--- config.mk ---
export PLATFORM = sky130hd
export DESIGN_NAME = bitcoin_tx_byte_parser
export DESIGN_NICKNAME = d
export VERILOG_FILES = /design/src/design/btxp_pkg.sv /design/src/design/bitcoin_tx_byte_parser.sv
export SDC_FILE = /design/constraint.sdc
export NUM_CORES = 1
export LEC_CHECK = 0
export BUFFER_PORTS_ARGS = -buffer_cell sky130_fd_sc_hd__buf_2
export CORE_ASPECT_RATIO = 0.7
export CORE_MARGIN = 10
export CORE_UTILIZATION = 55
export CTS_CLUSTER_SIZE = 14
export DETAILED_ROUTE_END_ITERATION = 16
export PLACE_DENSITY = 0.73
export SETUP_SLACK_MARGIN = 0.3
export SYNTH_ARGS = -nofsm -noshare
export SYNTH_HDL_FRONTEND = slang
export SYNTH_SLANG_ARGS = --single-unit
--- constraint.sdc ---
create_clock -name clk -period 7.6 [get_ports clk]
set_input_delay 0.38 -clock clk [delete_from_list [all_inputs] [get_ports clk]]
set_output_delay 0.38 -clock clk [all_outputs]
set_load 0.01 [all_outputs]
--- src/design/btxp_pkg.sv ---
// Shared types and codes for the transaction byte parser.
package btxp_pkg;

  // parse phase codes
  localparam logic [3:0] PH_VERSION    = 4'd0;
  localparam logic [3:0] PH_IN_COUNT   = 4'd1;
  localparam logic [3:0] PH_HASH       = 4'd2;
  localparam logic [3:0] PH_PREV_INDEX = 4'd3;
  localparam logic [3:0] PH_IN_SLEN    = 4'd4;
  localparam logic [3:0] PH_IN_SCRIPT  = 4'd5;
  localparam logic [3:0] PH_SEQUENCE   = 4'd6;
  localparam logic [3:0] PH_OUT_COUNT  = 4'd7;
  localparam logic [3:0] PH_AMOUNT     = 4'd8;
  localparam logic [3:0] PH_OUT_SLEN   = 4'd9;
  localparam logic [3:0] PH_OUT_SCRIPT = 4'd10;
  localparam logic [3:0] PH_LOCKTIME   = 4'd11;
  localparam logic [3:0] PH_DONE       = 4'd12;

  // result kinds
  localparam logic [3:0] KIND_VERSION    = 4'd0;
  localparam logic [3:0] KIND_IN_COUNT   = 4'd1;
  localparam logic [3:0] KIND_HASH_BYTE  = 4'd2;
  localparam logic [3:0] KIND_PREV_INDEX = 4'd3;
  localparam logic [3:0] KIND_IN_SLEN    = 4'd4;
  localparam logic [3:0] KIND_IN_SCRIPT  = 4'd5;
  localparam logic [3:0] KIND_SEQUENCE   = 4'd6;
  localparam logic [3:0] KIND_OUT_COUNT  = 4'd7;
  localparam logic [3:0] KIND_AMOUNT     = 4'd8;
  localparam logic [3:0] KIND_OUT_SLEN   = 4'd9;
  localparam logic [3:0] KIND_OUT_SCRIPT = 4'd10;
  localparam logic [3:0] KIND_LOCKTIME   = 4'd11;
  localparam logic [3:0] KIND_STATUS     = 4'd12;

  // buffer status codes
  localparam logic [2:0] ST_OK          = 3'd0;
  localparam logic [2:0] ST_TRUNCATED   = 3'd1;
  localparam logic [2:0] ST_NO_INPUTS   = 3'd2;
  localparam logic [2:0] ST_TOO_MANY    = 3'd3;
  localparam logic [2:0] ST_SCRIPT_LONG = 3'd4;

  localparam logic [15:0] SCRIPT_LEN_RESET = 16'd10000;
  localparam logic [15:0] HASH_BYTES       = 16'd32;
  localparam logic [15:0] WORD4_BYTES      = 16'd4;
  localparam logic [15:0] WORD8_BYTES      = 16'd8;

  localparam logic [7:0] CS_PREFIX_16 = 8'hFD;
  localparam logic [7:0] CS_PREFIX_32 = 8'hFE;

  typedef struct packed {
    logic [3:0]  kind;
    logic [63:0] value;
    logic [7:0]  entry;
    logic [15:0] offset;
    logic [2:0]  status;
    logic        eot;
  } result_t;

endpackage

--- src/design/bitcoin_tx_byte_parser.sv ---
// Streaming parser for serialized legacy transactions, one byte per transfer.
//
// The parser takes one byte per cycle while in_ready is high. Each byte updates
// the phase machine and field accumulator and writes zero, one or two results
// into a four-entry output queue, which drains one result per cycle while
// out_ready is high. The input is ready while the queue has at least two free
// slots, so a stalled output does not block input until fewer than two slots
// are free; a buffer's last byte that also completes a field yields two
// results. Each result is registered in the queue before it reaches the output.
module bitcoin_tx_byte_parser #(
  parameter int MAX_ENTRIES = 256
) (
  input  logic        clk,
  input  logic        rst,
  input  logic        cfg_valid,
  output logic        cfg_ready,
  input  logic [15:0] cfg_data,
  input  logic        in_valid,
  output logic        in_ready,
  input  logic [7:0]  data_byte,
  input  logic        last_byte,
  output logic        out_valid,
  input  logic        out_ready,
  output logic [3:0]  field_kind,
  output logic [63:0] field_value,
  output logic [7:0]  entry_number,
  output logic [15:0] byte_offset,
  output logic [2:0]  parse_status,
  output logic        end_of_tx
);
  import btxp_pkg::*;

  localparam int ENTRY_W = $clog2(MAX_ENTRIES + 1);
  localparam logic [63:0] MAX_ENT = 64'(MAX_ENTRIES);

  logic [15:0]        max_script_len;
  logic [3:0]         phase, phase_next;
  logic [63:0]        accum, accum_next;
  logic [15:0]        bif, bif_next;
  logic [3:0]         need, need_next;
  logic [ENTRY_W-1:0] total, total_next;
  logic [ENTRY_W-1:0] counter, counter_next;
  logic [15:0]        remain, remain_next;
  logic               err, err_next;
  logic               zero_in, zero_in_next;

  // output queue
  result_t     queue [4];
  logic [1:0]  wr_ptr, rd_ptr;
  logic [2:0]  count, count_next;

  logic        in_fire, out_fire;
  logic [63:0] acc_or;
  logic [15:0] bif_inc;
  logic        v_done;
  logic [63:0] v_val, v_accum;
  logic [15:0] v_bif;
  logic [3:0]  v_need, need_dec;
  logic [ENTRY_W:0] cnt_inc;
  logic [15:0] remain_dec;
  logic        emit;
  result_t     fres, sres, slot0;
  logic [1:0]  push_cnt;

  assign cfg_ready = 1'b1;
  assign in_ready  = (count <= 3'd2);
  assign in_fire   = in_valid & in_ready;
  assign out_valid = (count != 3'd0);
  assign out_fire  = out_valid & out_ready;

  assign field_kind   = queue[rd_ptr].kind;
  assign field_value  = queue[rd_ptr].value;
  assign entry_number = queue[rd_ptr].entry;
  assign byte_offset  = queue[rd_ptr].offset;
  assign parse_status = queue[rd_ptr].status;
  assign end_of_tx    = queue[rd_ptr].eot;

  // shared field helpers
  assign acc_or     = accum | (64'(data_byte) << {bif[2:0], 3'b000});
  assign bif_inc    = bif + 16'd1;
  assign need_dec   = need - 4'd1;
  assign cnt_inc    = {1'b0, counter} + {{ENTRY_W{1'b0}}, 1'b1};
  assign remain_dec = remain - 16'd1;

  // compact-size decode step
  always_comb begin
    v_done  = 1'b0;
    v_val   = acc_or;
    v_accum = accum;
    v_bif   = bif;
    v_need  = need;
    if (need == 4'd0) begin
      if (data_byte < CS_PREFIX_16) begin
        v_done = 1'b1;
        v_val  = 64'(data_byte);
      end else begin
        v_need  = (data_byte == CS_PREFIX_16) ? 4'd2 :
                  (data_byte == CS_PREFIX_32) ? 4'd4 : 4'd8;
        v_accum = '0;
        v_bif   = '0;
      end
    end else if (need_dec == 4'd0) begin
      v_done  = 1'b1;
      v_need  = 4'd0;
      v_accum = '0;
      v_bif   = '0;
    end else begin
      v_need  = need_dec;
      v_accum = acc_or;
      v_bif   = bif_inc;
    end
  end

  always_comb begin
    phase_next   = phase;
    accum_next   = accum;
    bif_next     = bif;
    need_next    = need;
    total_next   = total;
    counter_next = counter;
    remain_next  = remain;
    err_next     = err;
    zero_in_next = zero_in;
    emit         = 1'b0;
    fres.kind    = KIND_VERSION;
    fres.value   = '0;
    fres.entry   = 8'(counter);
    fres.offset  = '0;
    fres.status  = ST_OK;
    fres.eot     = 1'b0;
    if (!err) begin
      case (phase)
        PH_VERSION, PH_PREV_INDEX, PH_SEQUENCE, PH_LOCKTIME, PH_AMOUNT: begin
          if (bif_inc >= ((phase == PH_AMOUNT) ? WORD8_BYTES : WORD4_BYTES)) begin
            emit       = 1'b1;
            fres.value = acc_or;
            accum_next = '0;
            bif_next   = '0;
            case (phase)
              PH_VERSION: begin
                fres.kind  = KIND_VERSION;
                fres.entry = '0;
                phase_next = PH_IN_COUNT;
              end
              PH_PREV_INDEX: begin
                fres.kind  = KIND_PREV_INDEX;
                phase_next = PH_IN_SLEN;
              end
              PH_SEQUENCE: begin
                fres.kind    = KIND_SEQUENCE;
                counter_next = cnt_inc[ENTRY_W-1:0];
                phase_next   = (cnt_inc >= {1'b0, total}) ? PH_OUT_COUNT : PH_HASH;
              end
              PH_AMOUNT: begin
                fres.kind  = KIND_AMOUNT;
                phase_next = PH_OUT_SLEN;
              end
              default: begin
                fres.kind  = KIND_LOCKTIME;
                fres.entry = '0;
                phase_next = PH_DONE;
              end
            endcase
          end else begin
            accum_next = acc_or;
            bif_next   = bif_inc;
          end
        end
        PH_IN_COUNT, PH_OUT_COUNT: begin
          accum_next = v_accum;
          bif_next   = v_bif;
          need_next  = v_need;
          if (v_done) begin
            emit       = 1'b1;
            fres.kind  = (phase == PH_IN_COUNT) ? KIND_IN_COUNT : KIND_OUT_COUNT;
            fres.value = v_val;
            fres.entry = '0;
            if (v_val > MAX_ENT) begin
              err_next = 1'b1;
            end else begin
              total_next   = v_val[ENTRY_W-1:0];
              counter_next = '0;
              if (phase == PH_IN_COUNT) begin
                zero_in_next = (v_val == 64'd0);
                phase_next   = (v_val == 64'd0) ? PH_OUT_COUNT : PH_HASH;
              end else begin
                phase_next = (v_val == 64'd0) ? PH_LOCKTIME : PH_AMOUNT;
              end
            end
          end
        end
        PH_IN_SLEN, PH_OUT_SLEN: begin
          accum_next = v_accum;
          bif_next   = v_bif;
          need_next  = v_need;
          if (v_done) begin
            emit       = 1'b1;
            fres.kind  = (phase == PH_IN_SLEN) ? KIND_IN_SLEN : KIND_OUT_SLEN;
            fres.value = v_val;
            if (v_val > 64'(max_script_len)) begin
              err_next = 1'b1;
            end else begin
              remain_next = v_val[15:0];
              bif_next    = '0;
              if (phase == PH_IN_SLEN) begin
                phase_next = (v_val == 64'd0) ? PH_SEQUENCE : PH_IN_SCRIPT;
              end else if (v_val != 64'd0) begin
                phase_next = PH_OUT_SCRIPT;
              end else begin
                counter_next = cnt_inc[ENTRY_W-1:0];
                phase_next   = (cnt_inc >= {1'b0, total}) ? PH_LOCKTIME : PH_AMOUNT;
              end
            end
          end
        end
        PH_HASH: begin
          emit        = 1'b1;
          fres.kind   = KIND_HASH_BYTE;
          fres.value  = 64'(data_byte);
          fres.offset = bif;
          if (bif_inc >= HASH_BYTES) begin
            bif_next   = '0;
            phase_next = PH_PREV_INDEX;
          end else begin
            bif_next = bif_inc;
          end
        end
        PH_IN_SCRIPT, PH_OUT_SCRIPT: begin
          emit        = 1'b1;
          fres.kind   = (phase == PH_IN_SCRIPT) ? KIND_IN_SCRIPT : KIND_OUT_SCRIPT;
          fres.value  = 64'(data_byte);
          fres.offset = bif;
          bif_next    = bif_inc;
          remain_next = remain_dec;
          if (remain_dec == 16'd0) begin
            bif_next = '0;
            if (phase == PH_IN_SCRIPT) begin
              phase_next = PH_SEQUENCE;
            end else begin
              counter_next = cnt_inc[ENTRY_W-1:0];
              phase_next   = (cnt_inc >= {1'b0, total}) ? PH_LOCKTIME : PH_AMOUNT;
            end
          end
        end
        default: begin
          emit = 1'b0;
        end
      endcase
    end

    // status reflects the state left by this byte
    sres.kind   = KIND_STATUS;
    sres.value  = '0;
    sres.entry  = '0;
    sres.offset = '0;
    sres.eot    = 1'b1;
    if (err_next) begin
      sres.status = (phase_next == PH_IN_COUNT || phase_next == PH_OUT_COUNT) ?
                    ST_TOO_MANY : ST_SCRIPT_LONG;
    end else if (zero_in_next) begin
      sres.status = ST_NO_INPUTS;
    end else if (phase_next != PH_DONE) begin
      sres.status = ST_TRUNCATED;
    end else begin
      sres.status = ST_OK;
    end

    // start over for the next buffer
    if (last_byte) begin
      phase_next   = PH_VERSION;
      accum_next   = '0;
      bif_next     = '0;
      need_next    = '0;
      total_next   = '0;
      counter_next = '0;
      remain_next  = '0;
      err_next     = 1'b0;
      zero_in_next = 1'b0;
    end
  end

  assign slot0    = emit ? fres : sres;
  assign push_cnt = in_fire ? ({1'b0, emit} + {1'b0, last_byte}) : 2'd0;
  assign count_next = count + 3'(push_cnt) - {2'b00, out_fire};

  always_ff @(posedge clk) begin
    if (rst) begin
      max_script_len <= SCRIPT_LEN_RESET;
      phase          <= PH_VERSION;
      accum          <= '0;
      bif            <= '0;
      need           <= '0;
      total          <= '0;
      counter        <= '0;
      remain         <= '0;
      err            <= 1'b0;
      zero_in        <= 1'b0;
      wr_ptr         <= '0;
      rd_ptr         <= '0;
      count          <= '0;
    end else begin
      if (cfg_valid) begin
        max_script_len <= cfg_data;
      end
      if (in_fire) begin
        phase   <= phase_next;
        accum   <= accum_next;
        bif     <= bif_next;
        need    <= need_next;
        total   <= total_next;
        counter <= counter_next;
        remain  <= remain_next;
        err     <= err_next;
        zero_in <= zero_in_next;
      end
      wr_ptr <= wr_ptr + push_cnt;
      if (out_fire) begin
        rd_ptr <= rd_ptr + 2'd1;
      end
      count <= count_next;
    end
  end

  // queue payload, no reset needed
  always_ff @(posedge clk) begin
    if (push_cnt != 2'd0) begin
      queue[wr_ptr] <= slot0;
    end
    if (push_cnt == 2'd2) begin
      queue[wr_ptr + 2'd1] <= sres;
    end
  end

endmodule

==> results.py <==
metrics = {
    "die": {
        "io_pins": 129,
        "rows": 63,
        "die_x_um": 268,
        "start_util": 0.559,
        "die_h_um": 194,
        "core_sq_um": 42500,
        "die-area_sq_um": 52100,
    },
    "critical_path": {
        "path_cells": "ha_1 -> nand4_1 -> nor4_1 -> mux2_2 -> a22oi_1 -> nand3_1 -> nand2b_1 -> a21oi_1 -> ha_1 -> nand2_1 -> nand2_1 -> nand3_1 -> nor2_1 -> a22o_1",
        "path_buf_inv": 0,
        "cpPeakStageDelay_ps": 810,
        "endpoint_kind": "flip-flop",
        "path_class": "reg2reg",
        "crit_path_start_kind": "flip-flop",
        "cp_top_family": "simple AND/OR/NAND/NOR gates",
        "crit_slowest_cell": "dfxtp_1",
        "critPathMaxFanout": 18,
        "r2r_slack_ps": 1130,
        "crit_required_ps": 8110,
        "arrival_ps": 6980,
    },
    "cts": {
        "clkLatencyLatePin_ps": 600,
        "cts_resized": 0,
        "cts_setup_buffers": 0,
        "numClockSinks": 533,
        "cts_tree": "yes",
        "root_buffer": "clkbuf_16",
        "ctsHoldBuffers": 0,
        "cts_max_path_buffers": 3,
        "cts_max_level": 2,
        "cts_made_buffers": 50,
        "clk_pin_slew_worst_paths_ps": 60,
    },
    "route": {
        "dr.pass1.iters": 6,
        "wl_met3_mm": 8.99,
        "wl_met2_mm": 31.3,
        "drc_errors": 0,
        "drt-vias-per-instance": 6.61,
        "ant_nets": 0,
        "postRouteWirelength_mm": 74.4,
        "dr.max_layer_used": "met5",
        "vias": 21300,
        "first_iter_violations": 2799,
        "wl_per_cell_um": 23.1,
        "m1WireLength_mm": 33.0,
    },
    "placed_design": {
        "io_buffers": 127,
        "dp.cells": 3128,
        "place.gp.congestion": 0.961,
        "dp_hpwl_mm": 50.2,
    },
    "synth": {
        "synth_seq_area_share": 0.454,
        "synth_compound_area_frac": 0.211,
        "synth_top_family_by_area": "compound AO/OA/AOI/OAI gates",
        "async_reset_ff_frac": 0,
        "syn_area_per_cell_sq_um": 9.09,
        "synth_edf_count": 12,
        "synth_cell_types": 81,
        "synth_xor_area_frac": 0.00700,
        "synth-main-ff-cell": "dfxtp_1",
        "synth-seq-cells": 533,
        "netlist_area_sq_um": 23800,
        "syn_inst": 2613,
        "yosys_warnings": 0,
        "synth_fa_ha_area_frac": 0.0214,
        "syn_nets": 2683,
        "synthSimpleGateAreaFrac": 0.163,
        "muxShareOfSynthArea": 0.0990,
    },
    "timing": {
        "fin_crit_sh": 0.851,
        "rsz0062_at_grt": "false",
        "clock_skew_ps": 28.6,
        "fin_crit_ps": 6470,
        "hold_viol": 0,
        "tns_ps": 0,
        "finalSetupViolations": 0,
        "fmax_mhz": 155,
        "slew_violations": 0,
        "tightest_slew_ps": 1270,
        "relSlewSlack": 0.144,
    },
    "global_route": {
        "grtUsageTotal": 0.275,
        "grt_max_degree": 93,
        "grt_overflow": 0,
        "first_global_vias": 20100,
        "grt_pass1_wl_mm": 115,
        "antenna_found_initial": 3,
    },
    "flow_run": {
        "maxCapViolCount": 0,
    },
    "pwr": {
        "ir_drop_uv": 171,
        "pwr_density_cell_nw_per_um2": 244,
        "p_leak_nw": 9.69,
    },
    "final_layout": {
        "drive_gt1_frac": 0.146,
        "layoutNonFillerInstCount": 3215,
        "n_antenna_cell": 0,
        "fin_nets": 2698,
        "nFillCells": 3518,
        "layout_commonest_cell": "dfxtp_1",
        "layout_common_cells": "dfxtp_1 (519), nand2_1 (377), o21ai_0 (317)",
        "syn_to_final_growth_pct": 10.9,
    },
    "status": {
        "status": "completed",
    },
    "worst_hold_path": {
        "hold_class": "in2reg",
    },
}
==> Yosys cell counts (23+ instances only) <==
| master | count | area share |
|---|---|---|
| inv_1 | 51 | 0.0081 |
| nor2_1 | 157 | 0.025 |
| nand2_1 | 380 | 0.060 |
| a21oi_1 | 189 | 0.040 |
| nand3_1 | 27 | 0.0057 |
| a22oi_1 | 23 | 0.0073 |
| dfxtp_1 | 521 | 0.44 |
| clkbuf_1 | 164 | 0.026 |
| nand4_1 | 33 | 0.0087 |
| a31oi_1 | 38 | 0.010 |
| ha_1 | 39 | 0.021 |
| buf_1 | 29 | 0.0046 |
| o21ai_0 | 319 | 0.067 |
| a32o_1 | 72 | 0.030 |
| a22o_1 | 37 | 0.014 |
| mux4_2 | 96 | 0.091 |
| nor3_1 | 91 | 0.019 |
==> report_power, final <==
group / total (mW) / switching (mW) / internal [mW]
Clock: 2.58 / 1.12 / 1.46
Sequential: 2.94 / 0.0858 / 2.86
Combinational: 0.894 / 0.585 / 0.308
==> path summary, 6_finish.rpt <==
check	start	to	depth (start not counted)
worst max register to register	bif[1]	queue[3][25]	14
worst min-delay path	cfg_data[13]	max_script_len[13]	3
worst max-delay path	bif[1]	queue[3][25]	14
worst min register to register	queue[0][42]	queue[0][42]	2
==> layer usage <==
layer / track usage / vias up
met5: 0 / -
met4: 0.0591 / 4
met3: 0.0768 / 92
met2: 0.393 / 1138
met1: 0.405 / 10500
li1: - / 9564
==> registers in the layout (all words and copies together), names as in the netlist, named ones only <==
register        cells
remain             16
max_script_len     16
accum              64
zero_in             1
total               9
queue             384
bif                16
phase               4
need                4
rd_ptr              2
err                 1
counter             9
count               3
wr_ptr              2
==> through the flow <==
stage               area [sq um]  total power, mW  hold WS [ps]  utilization  worst slack, ps
detailed placement         24700             3.87           437        0.580             1340
floorplan                  23800             3.59           418            -             2640
CTS                        26300             6.41          7.34        0.620             1290
global placement           24700             3.86           428        0.580             1480
global route               26300             6.62          9.76        0.620              621
finish                     26300             6.42          14.8        0.620             1130
==> worst reg2reg max path, stage by stage (launching register included) <==
cell and delay [ps]:
dfxtp_1 810, ha_1 490, nand4_1 270, nor4_1 730
mux2_2 410, a22oi_1 390, nand3_1 320, nand2b_1 400
a21oi_1 150, ha_1 430, nand2_1 260, nand2_1 220
nand3_1 520, nor2_1 750, a22o_1 230
==> area by class of cell <==
class	count	area (sq um)	share of cell area
multi-input combinational	1816	12000	0.454
timing repair buffer	176	1010	0.0382
clock buffer	69	1430	0.0544
clock inverter	18	254	0.00964
sequential	533	10800	0.410
inverter	51	191	0.00727
tap	552	691	0.0262
==> cells by family after synthesis <==
group	after synthesis
and+or+nand+nor	835
AOI/OAI and AO/OA	806
DFF	533
buffers and inverters	264
muxes	115
adders and majority gates	40
xor gates and xnor gates	19
other	1
(Power assumes the default switching activity.)
